<file path="src/rtl/mdmrm_pkg.sv">
// ----------------------------------------------------------------------------
// Modbus register map package
// Command codes, status codes, control types and field widths.
// ----------------------------------------------------------------------------
package mdmrm_pkg;

  typedef enum logic [3:0] {
    CMD_RD_COIL   = 4'd0,
    CMD_RD_DISC   = 4'd1,
    CMD_WR_COIL   = 4'd2,
    CMD_WR_COILS  = 4'd3,
    CMD_RD_HOLD   = 4'd4,
    CMD_RD_INREG  = 4'd5,
    CMD_WR_HOLD   = 4'd6,
    CMD_SET_TAG   = 4'd7,
    CMD_SET_VALUE = 4'd8
  } cmd_e;

  typedef enum logic [1:0] {
    TBL_COIL  = 2'd0,
    TBL_DISC  = 2'd1,
    TBL_HOLD  = 2'd2,
    TBL_INREG = 2'd3
  } tbl_e;

  typedef enum logic [2:0] {
    REG_SWITCH_ADDR = 3'd0,
    REG_SWITCH_IDX  = 3'd1,
    REG_COIL_USE    = 3'd2,
    REG_DISC_USE    = 3'd3,
    REG_HOLD_USE    = 3'd4,
    REG_INREG_USE   = 3'd5
  } reg_e;

  typedef enum logic {
    ST_IDLE,
    ST_EXEC
  } st_e;

  localparam logic [1:0]  STATUS_OK    = 2'd0;
  localparam logic [1:0]  STATUS_MISS  = 2'd1;
  localparam logic [1:0]  STATUS_TRUNC = 2'd2;
  localparam logic [15:0] SWITCH_ADDR_RESET = 16'd10000;
  localparam int unsigned DATA_BITS = 16;
  localparam int unsigned IDXW = 8;
  localparam int unsigned CNTW = 7;

  typedef struct packed {
    logic             look_en;
    tbl_e             look_tbl;
    logic [15:0]      look_addr;
    logic [5:0]       look_use;
    logic             exec_en;
    logic [3:0]       cmd;
    logic             wr_ok;
    tbl_e             tsel;
    logic [4:0]       ent;
    logic [15:0]      data;
    logic [15:0]      tag;
    logic [IDXW-1:0]  first_idx;
    logic [CNTW-1:0]  cnt;
    logic [5:0]       coil_use;
  } cell_ctrl_t;

endpackage

</file>
<file path="src/rtl/mdmrm_cell.sv">
// ----------------------------------------------------------------------------
// Modbus register map cell
// One entry of all four tables: tags, values, tag compare and write logic.
// ----------------------------------------------------------------------------
module mdmrm_cell #(
  parameter int unsigned IDX = 0
) (
  input  logic                 clk_i,
  input  logic                 rst_ni,
  input  mdmrm_pkg::cell_ctrl_t ctrl_i,
  input  logic                 first_i,
  output logic                 hit_o,
  output logic                 coil_o,
  output logic                 disc_o,
  output logic [15:0]          hold_o,
  output logic [15:0]          inreg_o
);
  import mdmrm_pkg::*;

  logic [15:0] coil_tag_q, disc_tag_q, hold_tag_q, inreg_tag_q;
  logic [15:0] sel_tag;
  logic        hit_q, hit_d;
  logic        coil_q, coil_d, disc_q, disc_d;
  logic [15:0] hold_q, hold_d, inreg_q, inreg_d;
  logic        ent_me, tag_we, burst_we, burst_bit;
  int          off;

  always_comb begin
    case (ctrl_i.look_tbl)
      TBL_COIL: sel_tag = coil_tag_q;
      TBL_DISC: sel_tag = disc_tag_q;
      TBL_HOLD: sel_tag = hold_tag_q;
      default:  sel_tag = inreg_tag_q;
    endcase
    hit_d = (int'(ctrl_i.look_use) > IDX) && (sel_tag == ctrl_i.look_addr);
  end

  always_comb begin
    ent_me    = (int'(ctrl_i.ent) == IDX);
    off       = IDX - int'(ctrl_i.first_idx);
    burst_we  = (off >= 0) && (off < int'(ctrl_i.cnt)) && (int'(ctrl_i.coil_use) > IDX);
    burst_bit = (off >= 0) && (off < DATA_BITS) && ctrl_i.data[4'(off)];
    tag_we    = ctrl_i.exec_en && (ctrl_i.cmd == CMD_SET_TAG) && ent_me;
    coil_d    = coil_q;
    disc_d    = disc_q;
    hold_d    = hold_q;
    inreg_d   = inreg_q;
    if (ctrl_i.exec_en) begin
      case (ctrl_i.cmd)
        CMD_WR_COIL: begin
          if (ctrl_i.wr_ok && first_i) coil_d = (ctrl_i.data != '0);
        end
        CMD_WR_COILS: begin
          if (ctrl_i.wr_ok && burst_we) coil_d = burst_bit;
        end
        CMD_WR_HOLD: begin
          if (ctrl_i.wr_ok && first_i) hold_d = ctrl_i.data;
        end
        CMD_SET_VALUE: begin
          if (ent_me) begin
            case (ctrl_i.tsel)
              TBL_COIL: coil_d  = (ctrl_i.data != '0);
              TBL_DISC: disc_d  = (ctrl_i.data != '0);
              TBL_HOLD: hold_d  = ctrl_i.data;
              default:  inreg_d = ctrl_i.data;
            endcase
          end
        end
        default: ;
      endcase
    end
  end

  always_ff @(posedge clk_i) begin
    if (ctrl_i.look_en) hit_q <= hit_d;
    if (tag_we) begin
      case (ctrl_i.tsel)
        TBL_COIL: coil_tag_q  <= ctrl_i.tag;
        TBL_DISC: disc_tag_q  <= ctrl_i.tag;
        TBL_HOLD: hold_tag_q  <= ctrl_i.tag;
        default:  inreg_tag_q <= ctrl_i.tag;
      endcase
    end
  end

  always_ff @(posedge clk_i or negedge rst_ni) begin
    if (!rst_ni) begin
      coil_q  <= 1'b0;
      disc_q  <= 1'b0;
      hold_q  <= '0;
      inreg_q <= '0;
    end else begin
      coil_q  <= coil_d;
      disc_q  <= disc_d;
      hold_q  <= hold_d;
      inreg_q <= inreg_d;
    end
  end

  assign hit_o   = hit_q;
  assign coil_o  = coil_q;
  assign disc_o  = disc_q;
  assign hold_o  = hold_q;
  assign inreg_o = inreg_q;

endmodule

</file>
<file path="config.mk">
export PLATFORM = sky130hd
export DESIGN_NAME = mdmrm_cell
export DESIGN_NICKNAME = d
export VERILOG_FILES = /design/src/rtl/mdmrm_pkg.sv /design/src/rtl/mdmrm_cell.sv
export SDC_FILE = /design/constraint.sdc
export NUM_CORES = 1
export LEC_CHECK = 0
export ABC_AREA = 1
export BUFFER_PORTS_ARGS = -buffer_cell sky130_fd_sc_hd__buf_2
export CAP_MARGIN = 40
export CORE_UTILIZATION = 47
export CTS_CLUSTER_SIZE = 20
export DETAILED_ROUTE_END_ITERATION = 8
export GPL_TIMING_DRIVEN = 0
export PLACE_DENSITY = 0.73
export SLEW_MARGIN = 20
export SYNTH_ARGS = -nofsm -noshare
export SYNTH_HDL_FRONTEND = slang
export SYNTH_SLANG_ARGS = --single-unit
</file>
<file path="constraint.sdc">
create_clock -name clk_i -period 1.2 [get_ports clk_i]
set_input_delay 0.24 -clock clk_i [delete_from_list [all_inputs] [get_ports clk_i]]
set_output_delay 0.24 -clock clk_i [all_outputs]
set_load 0.05 [all_outputs]
</file>
==> metrics, run 1 <==
depth of the critical timing path with buffers and inverters included=17; Bufs on Longest Clock Path=2; share of the core filled with cells=70.3%; Hold Crit Class=in -> reg; leakage power summed over all cells=3.12 nW; crit path setup slack, layout=-0.727 ns; CTS buffer count=9; Placement Cell Area=0.00572 mm^2; unrepaired setup endpoints after global routing=true; clock-pin slew on the worst setup and hold paths=0.11 ns; num ports=129; post-detailed-route DRC marker count=0; worst max-slew margin expressed relative to the limit=50.7%; routed wire length=11,800 um; total die area=0.0104 mm^2; worst reg2reg path endpoint=hit_o$_DFFE_PP_; final layout net count=780; Period minus WS final=1.93 ns; DIE WIDTH=102 um; number of different library cells in the post-synthesis netlist=29; maximum fanout along the worst path=3; Post-DRT Antenna Nets=0; antenna fix cells=0; count of warnings emitted by yosys=0; fill cell instance count of the final layout=715; total via count after detailed routing=4,079; number of max-cap violations=0; Synth top area share=41.7%; Critical Path Start=ctrl_i[14]; final cycle utilization of the critical path=161%; TritonCTS clock tree=built; maximum number of pins on one net before global-route repair=35; number of nets in the synthesized netlist=605; number of iterations in the first detailed-routing pass=7; number of endpoints failing setup at the final stage=48; result of the run=finished with violations; achievable clock frequency=519 MHz; largest vdd supply drop=0.000958 V; required time reported for the critical path endpoint=1.48 ns; number of max-slew violations in the final report=0; total of flip-flops plus latches after synthesis=99; Yosys top cell by area=edfxtp_1; Critical Path Sink Type=flip-flop; maximum clock skew at final layout=0.0172 ns; largest stage delay on the critical path=0.32 ns; measured slew at the worst slew-check pin=0.739 ns; family of cells with the greatest summed delay on the critical path=simple AND/OR/NAND/NOR gates; Vias/cell=5.00; starting density of the core=48.1%; Register-to-Register Path Depth=8; final std cell area, no fill=0.00684 mm^2; count of placed standard cells in the final layout, fillers left out=816; ordered list of cells on the worst path=buf_6 -> inv_12 -> ha_4 -> nand3_4 -> inv_4 -> nand3_2 -> xor2_2 -> ha_1 -> a21oi_2 -> nand3_1 -> nor2_1 -> ha_2 -> nand3_2 -> nand2_1 -> nand3_2 -> and2_4 -> a21oi_2; CTS Root Cell=clkbuf_8; fraction of the yosys area taken by sequential cells=59.9%; mapped cell area=0.00468 mm^2; core area=0.00973 mm^2; element type at the critical path start=primary input; average wire per standard cell=14.5 um; vertical extent of the die=102 um; port bufs=127; total power divided by cell area=1180 mW/mm^2; Setup Crit Path Kind=in -> reg; area overhead of the layout relative to synthesis=46.2%; crit-path most repeated cell=nand3_2; failing checks=negative setup slack; vias in the first global route=3,868; arrival time at the worst endpoint=2.21 ns; Crit-path slowest cell=ha_1; remaining global-route overflow=0; share of post-route cells with drive strength above 1=37.6%; first-pass GRT wire length=18,100 um; top cells by area in the synthesized netlist=edfxtp_1 42%, dfrtp_1 18%, nand2_1 10%; number of placement rows=36; number of antenna violations at the first check in global routing=1; H-tree levels=3; Gate Count Post-Synth=503; HPWL after detailed placement=7820 um; post-synthesis area per instance=9.31 um^2; reg-to-reg startpoint=inreg_tag_q[7]$_DFFE_PP_; final hold viol count=0; total instance count after detailed placement=765; sum of buffers and inverters on the critical path=3; termination of the worst setup path=coil_o$_DFFE_PN0P_; TritonCTS Sinks=99; clock insertion delay at the later pin of the skew report=0.36 ns; flop2flop setup slack=-0.16 ns; drt first-iter violations=141; Final Wtd Congestion=0.829; gr usage total=23.1%
-- state kept, by name, indices dropped and copies added (netlist names) --
| register | count |
|---|---|
| inreg_tag_q | 16 |
| hold_o | 16 |
| coil_o | 1 |
| disc_tag_q | 16 |
| disc_o | 1 |
| inreg_o | 16 |
| hold_tag_q | 16 |
| coil_tag_q | 16 |
| hit_o | 1 |
-- layout by cell type (no fill, tap or decap), drive strengths merged --
cell / Yosys / layout
inv: 65 / 69
clkinvlp: 0 / 1
o21ai: 53 / 53
buf: 7 / 173
edfxtp: 65 / 65
nand2: 128 / 128
ha: 8 / 8
or2: 8 / 8
and2: 1 / 1
nor3: 8 / 8
clkinv: 1 / 2
dfrtp: 34 / 34
mux2: 1 / 1
clkbuf: 4 / 11
nor2b: 1 / 1
xor2: 4 / 4
nand3b: 4 / 4
nor4: 3 / 3
xnor2: 1 / 1
dlygate4sd3: 0 / 1
a21oi: 9 / 9
nand3: 49 / 49
o2111ai: 1 / 1
nand4: 12 / 12
nor2: 36 / 36
-- cell type report --
class | count | area, um^2 | share of cell area, %
Buffer | 11 | 134 | 1.96
Clock inverter | 6 | 61.3 | 0.896
Multi-Input combinational cell | 327 | 1910 | 28.0
Sequential cell | 99 | 2800 | 41.0
Timing Repair Buffer | 164 | 1330 | 19.4
Inverter | 66 | 290 | 4.24
Clock buffer | 10 | 149 | 2.18
Tap cell | 133 | 166 | 2.43
-- repair_timing --
action | CTS | global route
setup buffers | 14 | 16
endpoints found under the hold margin | 34 | 0
resized for setup | 78 | 106
hold buffers | 1 | 0
pin swaps | 20 | 25
gates cloned | 2 | 3
endpoints found under the setup margin | 102 | 129
-- metal layers --
metal	global-route usage, %	vias to the layer above	part of all wire [%]
met5	0	-	0
met4	7.25	0	1.1
met3	4.86	10	7.8
met2	40.8	152	52
met1	28.6	1880	39
li1	-	2037	-
-- stage by stage --
step	TNS [ns]	hold slack (ns)	power, mW	worst slack (ns)
2_1_floorplan	-27.76	-0.0556	4.91	-0.803
3_3_place_gp	-68.60	0.332	5.39	-1.24
3_5_place_dp	-65.27	0.348	5.42	-1.28
4_1_cts	-2.15	0.0751	7.75	-0.735
5_1_grt	-4.78	0.0735	8.41	-0.847
6_report	-1.68	0.0815	8.08	-0.727
-- worst min-delay path by stage --
stage | start | to | slack [ns] | cells after the start
5_1_grt | ctrl_i[90] | hit_o$_DFFE_PP_ | 0.07 | 1
6_report | ctrl_i[22] | inreg_tag_q[1]$_DFFE_PP_ | 0.08 | 1
3_5_place_dp | rst_ni | hold_o[12]$_DFFE_PN0P_ | 0.35 | 1
3_3_place_gp | rst_ni | hold_o[14]$_DFFE_PN0P_ | 0.33 | 1
2_1_floorplan | rst_ni | coil_o$_DFFE_PN0P_ | -0.06 | 0
4_1_cts | ctrl_i[22] | inreg_tag_q[1]$_DFFE_PP_ | 0.08 | 1
-- power by group --
group	internal [mW]	switching (mW)
Sequential	3.78	0.122
Combinational	0.824	1.19
Clock	0.935	1.23
-- cells in the mapped netlist --
| master | instances |
|---|---|
| nand2_1 | 127 |
| edfxtp_1 | 65 |
| inv_1 | 64 |
| o21ai_0 | 53 |
| nand3_1 | 49 |
| dfrtp_1 | 34 |
| nor2_1 | 33 |
| nand4_1 | 12 |
| a21oi_1 | 9 |
| ha_1 | 8 |
| nor3_1 | 8 |
| or2_1 | 7 |
| buf_2 | 5 |
| clkbuf_1 | 4 |
| nand3b_1 | 4 |
| xor2_1 | 4 |
| nor4_1 | 3 |
| buf_4 | 2 |
| nor2_2 | 2 |
| and2_1 | 1 |
| clkinv_1 | 1 |
| inv_2 | 1 |
| mux2_2 | 1 |
| nand2_2 | 1 |
| nor2_4 | 1 |
| nor2b_1 | 1 |
| o2111ai_1 | 1 |
| or2_0 | 1 |
| xnor2_1 | 1 |
-- cell families (layout without fill, tap and decap cells) --
| kind of cell | after synthesis | count (layout) | synth area share, % |
|---|---|---|---|
| multiplexers | 1 | 1 | 0.240 |
| adder cells (fa/ha/maj) | 8 | 8 | 2.14 |
| XOR/XNOR | 5 | 5 | 0.935 |
| AO/OA/AOI/OAI | 63 | 63 | 6.81 |
| flip-flops | 99 | 99 | 59.9 |
| buffers and inverters | 77 | 257 | 6.47 |
| AND/OR/NAND/NOR | 250 | 250 | 23.5 |
-- worst reg2reg max path, delay by kind of cell (launching register included) --
family | cells | cell delay, ns
flip-flops | 1 | 0.37
AND/OR/NAND/NOR | 8 | 0.85
Note: power is estimated with default switching activity, not from simulation.
==> run 2: changes to the inputs <==
--- a/config.mk
+++ b/config.mk
@@ -12,7 +12,8 @@
 export CTS_CLUSTER_SIZE = 20
 export DETAILED_ROUTE_END_ITERATION = 8
 export GPL_TIMING_DRIVEN = 0
-export PLACE_DENSITY = 0.73
+export PLACE_DENSITY_LB_ADDON = 0.08
+export SKIP_CTS_REPAIR_TIMING = 1
 export SLEW_MARGIN = 20
 export SYNTH_ARGS = -nofsm -noshare
 export SYNTH_HDL_FRONTEND = slang
==> run 2 against run 1 <==
- the flow still finishes with violations (negative setup slack)
- power up 0.39%
- setup slack better by 0.0037 ns
- count of clock-buffer cells in the layout down 1
- worst hold slack worse by 0.016 ns
- utilization down 1.2 points
- global-route usage down 1.1 points
- largest cell class unchanged
- highest routed layer unchanged
==> metrics, run 2 (synthesized netlist as in run 1, its figures left out) <==
worst max-slew margin expressed relative to the limit=48.6% (was 50.7%); vertical extent of the die=102 um (unchanged); core area=0.00973 mm^2 (unchanged); final hold viol count=0 (unchanged); routed wire length=11,800 um (about the same); arrival time at the worst endpoint=2.22 ns (was 2.21 ns); final cycle utilization of the critical path=160% (was 161%); total power divided by cell area=1210 mW/mm^2 (was 1180 mW/mm^2); flop2flop setup slack=-0.15 ns (was -0.16 ns); register share of total power=48.2% (was 48.3%); vias in the first global route=3,524 (was 3,868); worst hold margin=0.0660 ns (was 0.0815 ns); amount of wire on met3 after detailed routing=851 um (was 926 um); number of placement rows=36 (unchanged); top library cells by usage in the layout, fill and taps aside=116 x nand2_1, 85 x buf_2, 65 x edfxtp_1 (was 113 x nand2_1, 85 x buf_2, 65 x edfxtp_1); maximum fanout along the worst path=3 (unchanged); failing checks=negative setup slack (unchanged); number of max-slew violations in the final report=0 (unchanged); CTS Root Cell=clkbuf_8 (unchanged); TritonCTS Sinks=99 (unchanged); average wire per standard cell=14.5 um (about the same); Setup Crit Path Kind=in -> reg (unchanged); result of the run=finished with violations (unchanged); num ports=129 (unchanged); share of the core filled with cells=69.1% (was 70.3%); net switching share of the total power=31.5% (about the same); Metal-1 WL=4710 um (was 4670 um); power share of the clock group=28.4% (was 26.8%); number of endpoints failing setup at the final stage=24 (was 48); Critical Path Sink Type=flip-flop (unchanged); clock-pin slew on the worst setup and hold paths=0.10 ns (was 0.11 ns); post-detailed-route DRC marker count=0 (unchanged); final layout net count=776 (was 780); overall power after layout=8.11 mW (was 8.08 mW); element type at the critical path start=primary input (unchanged); fill cell instance count of the final layout=749 (was 715); combinational power share=23.5% (was 24.9%); remaining global-route overflow=0 (unchanged); HPWL after detailed placement=7750 um (was 7820 um); first-pass GRT wire length=17,000 um (was 18,100 um); number of antenna violations at the first check in global routing=0 (was 1); port bufs=127 (unchanged); starting density of the core=48.1% (unchanged); maximum clock skew at final layout=0.00868 ns (was 0.0172 ns); switching power of the nets=2.56 mW (was 2.54 mW); Vias/cell=4.96 (was 5.00); clock insertion delay at the later pin of the skew report=0.37 ns (was 0.36 ns); TritonCTS clock tree=built (unchanged); Setup Slack @ Placement=-1.26 ns (was -1.28 ns); Placement Cell Area=0.00572 mm^2 (about the same); area overhead of the layout relative to synthesis=43.6% (was 46.2%); Period minus WS final=1.92 ns (was 1.93 ns); cell-internal power=5.56 mW (was 5.54 mW); leakage power summed over all cells=3.10 nW (was 3.12 nW); Post-DRT Antenna Nets=0 (unchanged); share of post-route cells with drive strength above 1=36.8% (was 37.6%); unrepaired setup endpoints after global routing=true (unchanged); gr usage total=22.0% (was 23.1%); required time reported for the critical path endpoint=1.50 ns (was 1.48 ns); maximum number of pins on one net before global-route repair=35 (unchanged); achievable clock frequency=520 MHz (was 519 MHz); leading cell type in the layout, fill and taps excluded=nand2_1 (unchanged); Hold Crit Class=in -> reg (unchanged); drt first-iter violations=139 (was 141); total die area=0.0104 mm^2 (unchanged); uppermost routed layer=met4 (unchanged); antenna fix cells=0 (unchanged); CTS buffer count=9 (unchanged); H-tree levels=3 (unchanged); DIE WIDTH=102 um (unchanged); Routed met2 length=6090 um (was 6100 um); Bufs on Longest Clock Path=2 (unchanged); measured slew at the worst slew-check pin=0.771 ns (was 0.739 ns); total via count after detailed routing=4,026 (was 4,079); crit path setup slack, layout=-0.723 ns (was -0.727 ns); number of iterations in the first detailed-routing pass=4 (was 7); Final Wtd Congestion=0.876 (was 0.829); number of max-cap violations=0 (unchanged); final std cell area, no fill=0.00672 mm^2 (was 0.00684 mm^2); largest vdd supply drop=0.000969 V (was 0.000958 V)
==> run 2: cell types whose count changed in the layout (fill, tap and decap cells not counted), moves of 4 or more <==
| cell | previous run | this run |
|---|---|---|
| inv_8 | 1 | 5 |
| buf_4 | 20 | 25 |
| inv_6 | 4 | 0 |
| nand2_2 | 13 | 8 |
| buf_6 | 57 | 51 |
==> run 2: final timing paths <==
path / start / end / cells after the start
setup / recovery: ctrl_i[15] / coil_o$_DFFE_PN0P_ / 16
hold / removal: ctrl_i[29] / inreg_tag_q[8]$_DFFE_PP_ / 1
setup reg to reg: disc_tag_q[0]$_DFFE_PP_ / hit_o$_DFFE_PP_ / 9
hold reg to reg: inreg_o[1]$_DFFE_PN0P_ / inreg_o[1]$_DFFE_PN0P_ / 2
max in group asynchronous: rst_ni / disc_o$_DFFE_PN0P_ / 2
min in group asynchronous: rst_ni / hold_o[14]$_DFFE_PN0P_ / 2
==> run 2: stage by stage <==
stage	TNS, ns	std cells
floorplan	-27.76	503
global route	-3.96	812
detailed placement	-59.90	765
CTS	-25.39	781
finish	-1.50	812
global placement	-71.67	763
==> run 2: per-layer routing <==
layer | up-vias | track usage (%)
li1 | 2034 | -
met1 | 1851 | 27.4
met2 | 130 | 37.7
met3 | 11 | 6.29
met4 | 0 | 6.26
met5 | - | 0
==> run 2: power groups by stage <==
stage	combinational [mW]	clock, mW	sequential (mW)
final	1.90	2.30	3.91
after floorplan	0.476	0	4.43
after global placement	1.47	0	3.92
after detailed placement	1.50	0	3.93
after global routing	2.05	2.48	3.92
after CTS	1.50	2.34	3.86
==> run 2: final cells by class <==
class / count / area [um^2] / area share, %
plain buffers: 11 / 129 / 1.92
clock buffers: 9 / 124 / 1.84
clock inverters: 7 / 91.3 / 1.36
inverters: 66 / 285 / 4.24
multi-input cells: 327 / 1900 / 28.2
flip-flops and latches: 99 / 2800 / 41.7
well taps: 133 / 166 / 2.48
repair buffers: 160 / 1230 / 18.3
==> run 2: critical path, stage by stage <==
cell,delay (ns)
buf_2,0.14
nor3_2,0.31
xor2_1,0.24
inv_1,0.07
ha_1,0.27
o21ai_0,0.08
nand2_1,0.07
nand2_1,0.06
a21oi_1,0.05
nor2_1,0.10
ha_2,0.18
nand3_2,0.06
nand2_2,0.06
nand3_2,0.07
and2_4,0.15
a21oi_2,0.09
==> run 3: changes to the inputs <==
--- a/config.mk
+++ b/config.mk
@@ -8,9 +8,10 @@
 export ABC_AREA = 1
 export BUFFER_PORTS_ARGS = -buffer_cell sky130_fd_sc_hd__buf_2
 export CAP_MARGIN = 40
-export CORE_UTILIZATION = 47
+export CORE_UTILIZATION = 55
 export CTS_CLUSTER_SIZE = 20
 export DETAILED_ROUTE_END_ITERATION = 8
+export GPL_ROUTABILITY_DRIVEN = 0
 export GPL_TIMING_DRIVEN = 0
 export PLACE_DENSITY_LB_ADDON = 0.08
 export SKIP_CTS_REPAIR_TIMING = 1
==> constraint.sdc (replaced) <==
create_clock -name clk_i -period 2.3 [get_ports clk_i]
set_input_delay 0.46 -clock clk_i [delete_from_list [all_inputs] [get_ports clk_i]]
set_output_delay 0.46 -clock clk_i [all_outputs]
set_load 0.05 [all_outputs]
==> run 3 against run 2 <==
- the run now ends clean
- worst hold slack improved by 0.086 ns
- register-to-register slack better by 0.97 ns
- clock skew grew 0.0061 ns
- flip-flop and latch count unchanged
- via count down 1.2%
- global-route usage increased by 2.7 points
- cell area down 13%
- combinational power decreased by 59%
- routed wire length decreased by 7.2%
- largest cell class unchanged
- critical path depth up 1
- critical path type unchanged
==> metrics, run 3 (synthesized netlist as in run 1, its figures left out) <==
result of the run=complete, no violations (was finished with violations); total die area=0.00889 mm^2 (was 0.0104 mm^2); Setup Crit Path Kind=in -> reg (unchanged); number of antenna violations at the first check in global routing=1 (was 0); CTS Root Cell=clkbuf_8 (unchanged); cell-internal power=2.61 mW (was 5.56 mW); maximum fanout along the worst path=8 (was 3); achievable clock frequency=443 MHz; starting density of the core=57.0% (was 48.1%); largest vdd supply drop=0.000489 V (was 0.000969 V); num ports=129 (unchanged); element type at the critical path start=primary input (unchanged); number of max-cap violations=0 (unchanged); vias in the first global route=3,683 (was 3,524); H-tree levels=3 (unchanged); Critical Path Sink Type=flip-flop (unchanged); Hold Crit Class=in -> async (was in -> reg); leakage power summed over all cells=2.77 nW (was 3.10 nW); worst max-slew margin expressed relative to the limit=47.3% (was 48.6%); remaining global-route overflow=0 (unchanged); overall power after layout=3.82 mW (was 8.11 mW); TritonCTS clock tree=built (unchanged); total power divided by cell area=655 mW/mm^2 (was 1210 mW/mm^2); drt first-iter violations=151 (was 139); Bufs on Longest Clock Path=2 (unchanged); Post-DRT Antenna Nets=0 (unchanged); clock insertion delay at the later pin of the skew report=0.36 ns (was 0.37 ns); final hold viol count=0 (unchanged); Vias/cell=5.23 (was 4.96); switching power of the nets=1.22 mW (was 2.56 mW); power share of the clock group=27.0% (was 28.4%); number of max-slew violations in the final report=0 (unchanged); register share of total power=52.7% (was 48.2%); HPWL after detailed placement=8090 um (was 7750 um); Period minus WS final=2.26 ns; vertical extent of the die=94.3 um (was 102 um); port bufs=127 (unchanged); share of the core filled with cells=71.1% (was 69.1%); core area=0.00822 mm^2 (was 0.00973 mm^2); share of post-route cells with drive strength above 1=28.1% (was 36.8%); TritonCTS Sinks=99 (unchanged); post-detailed-route DRC marker count=0 (unchanged); number of placement rows=33 (was 36); leading cell type in the layout, fill and taps excluded=buf_2 (was nand2_1); final layout net count=752 (was 776); gr usage total=24.7% (was 22.0%); routed wire length=10,900 um (was 11,800 um); maximum clock skew at final layout=0.0148 ns (was 0.00868 ns); required time reported for the critical path endpoint=2.59 ns (was 1.50 ns); combinational power share=20.3% (was 23.5%); antenna fix cells=0 (unchanged); first-pass GRT wire length=16,600 um (was 17,000 um); final cycle utilization of the critical path=98.2%; average wire per standard cell=14.4 um (was 14.5 um); area overhead of the layout relative to synthesis=24.8% (was 43.6%); measured slew at the worst slew-check pin=0.787 ns (was 0.771 ns); clock-pin slew on the worst setup and hold paths=0.10 ns (about the same); CTS buffer count=9 (unchanged); total via count after detailed routing=3,978 (was 4,026); net switching share of the total power=31.8% (was 31.5%); arrival time at the worst endpoint=2.54 ns (was 2.22 ns); number of endpoints failing setup at the final stage=0 (was 24); DIE WIDTH=94.3 um (was 102 um); top library cells by usage in the layout, fill and taps aside=130 x buf_2, 127 x nand2_1, 65 x edfxtp_1 (was 116 x nand2_1, 85 x buf_2, 65 x edfxtp_1); maximum number of pins on one net before global-route repair=35 (unchanged); number of iterations in the first detailed-routing pass=5 (was 4)
-- run 3: path summary, 6_finish.rpt --
check / slack (ns) / cells after the start / endpoint / startpoint
worst max-delay path: 0.04 / 17 / coil_o$_DFFE_PN0P_ / ctrl_i[13]
worst max register to register: 0.82 / 9 / hit_o$_DFFE_PP_ / hold_tag_q[14]$_DFFE_PP_
max in group asynchronous: 1.67 / 1 / hold_o[0]$_DFFE_PN0P_ / rst_ni
min in group clk_i: 0.31 / 1 / hit_o$_DFFE_PP_ / ctrl_i[90]
worst min-delay path: 0.15 / 1 / inreg_o[11]$_DFFE_PN0P_ / rst_ni
worst min register to register: 0.49 / 2 / inreg_o[9]$_DFFE_PN0P_ / inreg_o[9]$_DFFE_PN0P_
-- run 3: power groups by stage --
stage / clock, mW / combinational [mW] / sequential, mW
2_1_floorplan: 0 / 0.223 / 2.31
3_3_place_gp: 0 / 0.730 / 2.05
3_5_place_dp: 0 / 0.750 / 2.05
4_1_cts: 1.04 / 0.752 / 2.01
5_1_grt: 1.10 / 0.842 / 2.02
6_report: 1.03 / 0.778 / 2.01
-- run 3: final cells by class --
cell class | count | area, um^2
Clock inverter | 7 | 57.6
Sequential cell | 99 | 2800
Multi-Input combinational cell | 327 | 1670
Clock buffer | 9 | 124
Buffer | 11 | 55.1
Inverter | 66 | 260
Fill cell | 653 | 2370
Timing Repair Buffer | 136 | 739
Tap cell | 105 | 131
-- run 3: metrics by stage --
stage          instance area, um^2  hold slack [ns]  instances  setup TNS [ns]  setup WS [ns]
6_report                      5840            0.152        760               0         0.0412
4_1_cts                       5720            0.166        758         -0.0239        -0.0239
3_5_place_dp                  5540            0.468        742          -0.398         -0.398
5_1_grt                       5840            0.212        760          -0.109         -0.109
2_1_floorplan                 4680            0.164        503           -8.89         -0.139
3_3_place_gp                  5450            0.461        735          -68.43          -1.19
-- run 3: routing by layer --
layer  share of wire (%)  vias to the layer above  global-route usage [%]
met1                  40                     1831                    29.4
met2                  52                      146                    43.8
met5                   0                        -                       0
met3                 6.6                       19                    5.99
li1                    -                     1982                       -
met4                 1.7                        0                    7.69
-- run 3: worst max-delay path: stages --
cell and delay [ns]:
buf_12 0.12, clkinv_8 0.05, ha_4 0.16, nand3_2 0.08, inv_2 0.09, nand3_2 0.09, xor2_2 0.19, ha_1 0.33
a21oi_2 0.15, nand3_1 0.08, nor2_1 0.10, ha_2 0.18, nand3_2 0.05, nand2_1 0.07, nand3_2 0.07, and2_4 0.17
a21oi_2 0.09
